## config.mk

```make
export PLATFORM = sky130hd
export DESIGN_NAME = medrm_calc
export DESIGN_NICKNAME = d
export VERILOG_FILES = /design/src/sv/medrm_pkg.sv /design/src/sv/medrm_calc.sv
export SDC_FILE = /design/constraint.sdc
export NUM_CORES = 1
export LEC_CHECK = 0
export BUFFER_PORTS_ARGS = -buffer_cell sky130_fd_sc_hd__buf_2
export CAP_MARGIN = 20
export CORE_ASPECT_RATIO = 0.8
export CORE_MARGIN = 4
export CORE_UTILIZATION = 45
export DETAILED_ROUTE_END_ITERATION = 10
export GPL_ROUTABILITY_DRIVEN = 0
export PLACE_DENSITY = 0.77
export SETUP_SLACK_MARGIN = 0.2
export SLEW_MARGIN = 20
export SYNTH_ARGS = -nofsm -noshare
export SYNTH_HDL_FRONTEND = slang
export SYNTH_SLANG_ARGS = --single-unit
```

## constraint.sdc

```tcl
create_clock -name vclk -period 8.1
set_clock_uncertainty 0.15 [all_clocks]
set_input_delay 0.405 -clock vclk [all_inputs]
set_output_delay 0.405 -clock vclk [all_outputs]
set_load 0.005 [all_outputs]
```

## src/sv/medrm_pkg.sv

```systemverilog
package medrm_pkg;

    localparam int MAX_HEIGHT_DEF = 4096;
    localparam int MAX_WIDTH_DEF  = 4096;

    localparam int PIX_W       = 8;
    localparam int RES_W       = 9;
    localparam int MAP_W       = 9;
    localparam int CUM_W       = 33;
    localparam int DIM_W       = 13;
    localparam int DIM_CMP_W   = 17;
    localparam int APB_AW      = 3;
    localparam int APB_DW      = 32;
    localparam int OUT_RAW_W   = RES_W + MAP_W + CUM_W;
    localparam int OUT_TDATA_W = ((OUT_RAW_W + 7) / 8) * 8;

    typedef enum logic {
        REG_HEIGHT = 1'b0,
        REG_WIDTH  = 1'b1
    } t_reg_idx;

    typedef struct packed {
        logic first;
        logic col0;
        logic row0;
    } t_pos_kind;

    // last valid index of a dimension: zero acts as one, above max acts as max
    function automatic logic [DIM_CMP_W-1:0] dim_last(input logic [DIM_W-1:0] v,
                                                      input int maxv);
        logic [DIM_CMP_W-1:0] ext;
        ext = {{(DIM_CMP_W-DIM_W){1'b0}}, v};
        if (v == '0) begin
            return '0;
        end else if (ext > DIM_CMP_W'(maxv)) begin
            return DIM_CMP_W'(maxv - 1);
        end else begin
            return ext - DIM_CMP_W'(1);
        end
    endfunction

    // median edge detector
    function automatic logic [PIX_W-1:0] med_predict(input logic [PIX_W-1:0] a,
                                                     input logic [PIX_W-1:0] b,
                                                     input logic [PIX_W-1:0] c);
        logic [PIX_W-1:0] lo;
        logic [PIX_W-1:0] hi;
        lo = (a < b) ? a : b;
        hi = (a < b) ? b : a;
        if (c >= hi) begin
            return lo;
        end else if (c <= lo) begin
            return hi;
        end else begin
            return PIX_W'(a + b - c);
        end
    endfunction

endpackage

```

## src/sv/medrm_calc.sv

```systemverilog
module medrm_calc (
    input  logic [medrm_pkg::PIX_W-1:0]        i_pixel,
    input  logic [medrm_pkg::PIX_W-1:0]        i_left,
    input  logic [medrm_pkg::PIX_W-1:0]        i_up,
    input  logic [medrm_pkg::PIX_W-1:0]        i_upleft,
    input  medrm_pkg::t_pos_kind               i_kind,
    output logic signed [medrm_pkg::RES_W-1:0] o_residual,
    output logic [medrm_pkg::MAP_W-1:0]        o_mapped
);
    import medrm_pkg::*;

    logic [PIX_W-1:0]        pred;
    logic signed [RES_W-1:0] err;

    always_comb begin
        if (i_kind.col0) begin
            pred = i_up;
        end else if (i_kind.row0) begin
            pred = i_left;
        end else begin
            pred = med_predict(i_left, i_up, i_upleft);
        end
    end

    assign err = $signed({1'b0, pred}) - $signed({1'b0, i_pixel});

    always_comb begin
        if (i_kind.first) begin
            o_residual = $signed({1'b0, i_pixel});
            o_mapped   = {1'b0, i_pixel};
        end else begin
            o_residual = err;
            // zigzag: 2e, or 2|e|-1 when negative
            o_mapped   = {err[RES_W-2:0], 1'b0} ^ {MAP_W{err[RES_W-1]}};
        end
    end

endmodule

```

# Yosys cells after proc, flatten, opt, wreduce, memory -nomap -nowiden
# Cells that the tools add are included.
totals:
  elab_cells: 15
  rom_bits: 0
  output_inout_bits: 18
  latch_bits: 0
  mem_count: 0
  ramBits: 0
  inputBits: 35
  regBits: 0
classes:
  shifts: 0
  reduce_logical: 0
  add_sub_neg: 3
  n_mul: 0
  bitwise_logic: 1
  div_mod_pow: 0
  n_lt_le_gt_ge: 3
  eq_ne: 0
  muxes: 8
op_table:
  columns: ["op", "count"]
  rows:
  - ["two-way mux 8 bit", 6]
  - ["two-way mux 9 bit", 2]
  - ["subtractor 8 x 8 -> 9 bit", 1]
  - ["bitwise XOR 9 bit", 1]
  - ["adder 8 bit", 1]
  - [">= comparator 8 bit", 1]
  - ["<= comparator 8 bit", 1]
  - ["< comparator 8 bit", 1]
  - ["subtractor 8 bit", 1]

# Logic depth before layout (Yosys ltp)
depth:
  depth_word: 10
  mapped_depth: 26
  ltp_nobuf: 24

# Worst setup path before layout
# No wires, ideal clock.
synth_path:
  kind: "input -> output"
  start: "in i_up[2] (netlist name)"
  end: "out o_mapped[6] (netlist name)"
  arrival_time_ns: 5.431
  path_slack_ns: 2.114
  path_stages: 23
  cell_sequence: "inv_1 > ha_1 > a211oi_1 > o21ai_0 > a21oi_2 > clkbuf_1 > clkbuf_1 > a21oi_1 > ha_1 > and3_4 > a221o_1 > a22o_1 > o31a_1 > or2_0 > o221a_1 > ha_1 > nor2b_1 > o21ai_0 > a21oi_1 > o21ai_0 > a21boi_0 > nor3_1 > mux2_2"
synth_between:
  elab_chain_len: 10
  elab_cells_between_ends: 14
  cone_classes: "add/sub (3); order compare (3); mux (7); bitwise (1)"
synth_lines:
  columns: ["element", "line_no", "rtl"]
  rows:
  - ["start: declaration", "medrm_calc.sv:4", "input logic [medrm_pkg::PIX_W-1:0] i_up,"]
  - ["< comparator 8 bit", "medrm_pkg.sv:48, medrm_pkg.sv:49", null]
  - ["two-way mux 8 bit", "medrm_pkg.sv:48", "lo = (a < b) ? a : b;"]
  - ["<= comparator 8 bit", "medrm_pkg.sv:52", "end else if (c <= lo) begin"]
  - ["two-way mux 8 bit", "medrm_pkg.sv:52", null]
  - ["two-way mux 8 bit", "medrm_pkg.sv:50", "if (c >= hi) begin"]
  - ["two-way mux 8 bit", "medrm_calc.sv:18", "end else if (i_kind.row0) begin"]
  - ["two-way mux 8 bit (*)", "medrm_calc.sv:16", "if (i_kind.col0) begin"]
  - ["subtractor 8 x 8 -> 9 bit (*)", "medrm_calc.sv:25", "assign err = $signed({1'b0, pred}) - $signed({1'b0, i_pixel});"]
  - ["bitwise XOR 9 bit (*)", "medrm_calc.sv:34", "o_mapped = {err[RES_W-2:0], 1'b0} ^ {MAP_W{err[RES_W-1]}};"]
  - ["two-way mux 9 bit (*)", "medrm_calc.sv:28", "if (i_kind.first) begin"]
  - ["end: declaration", "medrm_calc.sv:8", "output logic [medrm_pkg::MAP_W-1:0] o_mapped"]
# Every way passes the cells marked *; elsewhere a longest branch is shown, timed or not.

# Final worst setup path
# Ends and elaborated chain as after synthesis.

==> qor.log <==
qor: run_status.status finished clean
qor: timing.crit_path_time_final 6.84 ns
qor: timing.tightest_slew 0.666 ns
qor: layout.final_cells 399
qor: layout.leading_cell_type_in_the_layout_fill_and_taps_excluded sky130_fd_sc_hd__buf_2
qor: setup_path.timing.critical_path.required 7.55 ns
qor: global_route.grt_pass1_vias 2015
qor: timing.hold_violations 0
qor: floorplan.dieHeight 68.8 µm
qor: layout.area.sequential 0 µm²
qor: setup_path.critPathMaxStageDelay 0.57 ns
qor: hold_path.hp-class in -> out
qor: setup_path.path_common_cell sky130_fd_sc_hd__ha_1
qor: global_route.grt_use_total 19.1%
qor: route.initialDrtViolationCount 175
qor: floorplan.initial_utilization 48.3%
qor: synthesis.ys_types 51
qor: synthesis.synth_seq_area_share 0%
qor: setup_path.worst_path_max_delay_cell sky130_fd_sc_hd__a21oi_2
qor: route.postRouteWirelength 5.60 mm
qor: timing.endpoints_failing_setup 0
qor: cts.cts.repair.resized 0
qor: synthesis.synthesis.area 2080 µm²
qor: layout.drive_gt1_share 19.9%
qor: place.place.detailed.hpwl 4.91 mm
qor: timing.report.final.slew_viol_count 0
qor: route.length_of_the_first_detailed_routing_pass_in_iterations 4
qor: setup_path.cp_max_fo 18
qor: route.detail_route.wl_per_cell 14.0 µm
qor: floorplan.die_area 5780 µm²
qor: synthesis.yosysWarningCount 0
qor: place.placement.io_buffers 53
qor: timing.period_utilisation_layout 84.4%
qor: global_route.pin_count_of_the_biggest_net_entering_global_routing 27
qor: timing.unrepaired_setup_endpoints_after_global_routing no
qor: layout.syn_to_final_growth 14.1%
qor: global_route.global_route_wire_length_before_repair 9.20 mm
qor: layout.total_of_clock_buffers_placed_in_the_layout 0
qor: timing.achievable-frequency 146 MHz
qor: route.highest-signal-layer met4
qor: power_and_ir_drop.ir_worst_vdd 0.0500 mV
qor: synthesis.synthCells 297
qor: global_route.global_route.overflow_total 0
qor: global_route.initial_antenna_violation_count 0
qor: place.place_inst 399
qor: place.dp_slack 1.30 ns
qor: floorplan.core.rowCount 21
qor: route.routed_wire_length_on_met2 2.41 mm
qor: cts.ctsHoldBuffers 0
qor: route.route.detailed.drc 0
qor: setup_path.timing.setup.critical_path_class in -> out
qor: setup_path.critical-path-top-delay-family compound AO/OA/AOI/OAI gates
qor: power_and_ir_drop.power_density 123 nW/µm²
qor: floorplan.core_area 4310 µm²
qor: job.timing.max_cap.violations 0
qor: power_and_ir_drop.p_leak 1.22 nW
qor: timing.relSlewSlack 55.6%
qor: route.m1WireLength 2.75 mm
qor: floorplan.die_width 84 µm
qor: hold_path.hold_path_end o_residual[5]
qor: setup_path.timing.critical_path.buf_inv 3
qor: synthesis.synthesis.area_per_instance 7.00 µm²
qor: setup_path.cp_data_arrival_time 6.28 ns
qor: setup_path.cp-start-kind input port
qor: timing.setup_slack 1.26 ns
qor: setup_path.end_kind primary output
qor: route.final_antenna_net_count 0
qor: layout.design.final.nets 426
qor: synthesis.syn-num-nets 379
qor: route.detail_route.vias_per_cell 5.55
qor: layout.insertedDiodeCount 0
qor: hold_path.min-delay-start i_pixel[5]
qor: route.routed-wl-met3 394 µm
qor: layout.n_sequential_cell 0
qor: route.route.vias.total 2213
qor: floorplan.design.portCount 53
qor: cts.number_of_setup_buffers_added_after_cts 0
qor: hold_path.worstHoldPathCells 4
qor: layout.layout.cells.most_common_list sky130_fd_sc_hd__buf_2 (53), sky130_fd_sc_hd__inv_1 (45), sky130_fd_sc_hd__ha_1 (39), sky130_fd_sc_hd__a21oi_1 (34), sky130_fd_sc_hd__o21ai_0 (24)
qor: timing.total_negative_setup_slacks 0 ns
-- tightest hold or removal path, stage by stage --
cell                       delay (ns)
sky130_fd_sc_hd__buf_2           0.08
sky130_fd_sc_hd__nand2_1         0.05
sky130_fd_sc_hd__nand2b_1        0.06
sky130_fd_sc_hd__buf_2           0.10
-- cell usage after synthesis (3+ instances only) --
| cell | instances | share of area [%] |
|---|---|---|
| sky130_fd_sc_hd__nand2_1 | 23 | 4.2 |
| sky130_fd_sc_hd__xor2_1 | 6 | 2.5 |
| sky130_fd_sc_hd__o22ai_1 | 4 | 1.2 |
| sky130_fd_sc_hd__clkbuf_1 | 6 | 1.1 |
| sky130_fd_sc_hd__or2_2 | 3 | 0.90 |
| sky130_fd_sc_hd__a21oi_1 | 34 | 8.2 |
| sky130_fd_sc_hd__mux2_2 | 5 | 2.7 |
| sky130_fd_sc_hd__nor3_1 | 8 | 1.9 |
| sky130_fd_sc_hd__fa_1 | 8 | 7.7 |
| sky130_fd_sc_hd__nor2b_1 | 5 | 1.5 |
| sky130_fd_sc_hd__nand3_1 | 3 | 0.72 |
| sky130_fd_sc_hd__o21ai_0 | 24 | 5.8 |
| sky130_fd_sc_hd__ha_1 | 39 | 23 |
| sky130_fd_sc_hd__o31a_1 | 3 | 1.3 |
| sky130_fd_sc_hd__inv_1 | 45 | 8.1 |
| sky130_fd_sc_hd__a211oi_1 | 5 | 1.8 |
| sky130_fd_sc_hd__xnor2_1 | 11 | 4.6 |
| sky130_fd_sc_hd__nor2_1 | 19 | 3.4 |
| sky130_fd_sc_hd__mux2i_1 | 3 | 1.4 |
| sky130_fd_sc_hd__a221o_1 | 3 | 1.4 |
| sky130_fd_sc_hd__nand2b_1 | 4 | 1.2 |
-- report_power, final --
group          switching (mW)  internal (mW)  total [mW]  leakage, nW
clock                       0              0           0            0
sequential                  0              0           0            0
combinational           0.160          0.131       0.291         1.22
-- metal layers --
metal	track usage [%]	vias up
met1	27.8	1001
met3	2.14	4
met2	31.6	65
li1	-	1143
met4	1.81	0
met5	0	-
-- worst max path at each step --
stage	from	to	slack, ns	cells after the start
5_1_grt	i_up[2]	o_mapped[6]	0.82	26
6_report	i_up[2]	o_mapped[6]	1.26	25
3_3_place_gp	i_up[2]	o_mapped[8]	1.44	26
4_1_cts	i_up[2]	o_mapped[6]	1.31	25
3_5_place_dp	i_up[2]	o_mapped[6]	1.30	25
2_1_floorplan	i_up[2]	o_mapped[6]	2.11	23
-- through the flow --
step                utilization [%]  cell area, µm²  power (mW)  hold WS (ns)
floorplan                         -            2080       0.211         0.764
global placement               55.1            2370       0.283         0.959
detailed placement             55.1            2370       0.289         0.964
CTS                            55.1            2370       0.291         0.964
global route                   55.1            2370       0.328         0.991
finish                         55.1            2370       0.291         0.960
-- cell type report --
cell class                 count  area (µm²)
tap                           57        71.3
inverter                      45         169
fill                         428        1940
timing repair buffer          54         273
multi-input combinational    243        1860
-- cell families after synthesis --
| family | synth area share (%) |
|---|---|
| multiplexers | 4.15 |
| XOR/XNOR | 7.16 |
| AO/OA/AOI/OAI | 30.1 |
| AND/OR/NAND/NOR | 16.8 |
| adder cells (fa/ha/maj) | 31.2 |
| buffers and inverters | 10.6 |
No activity file was read; power rests on OpenSTA's default activity.
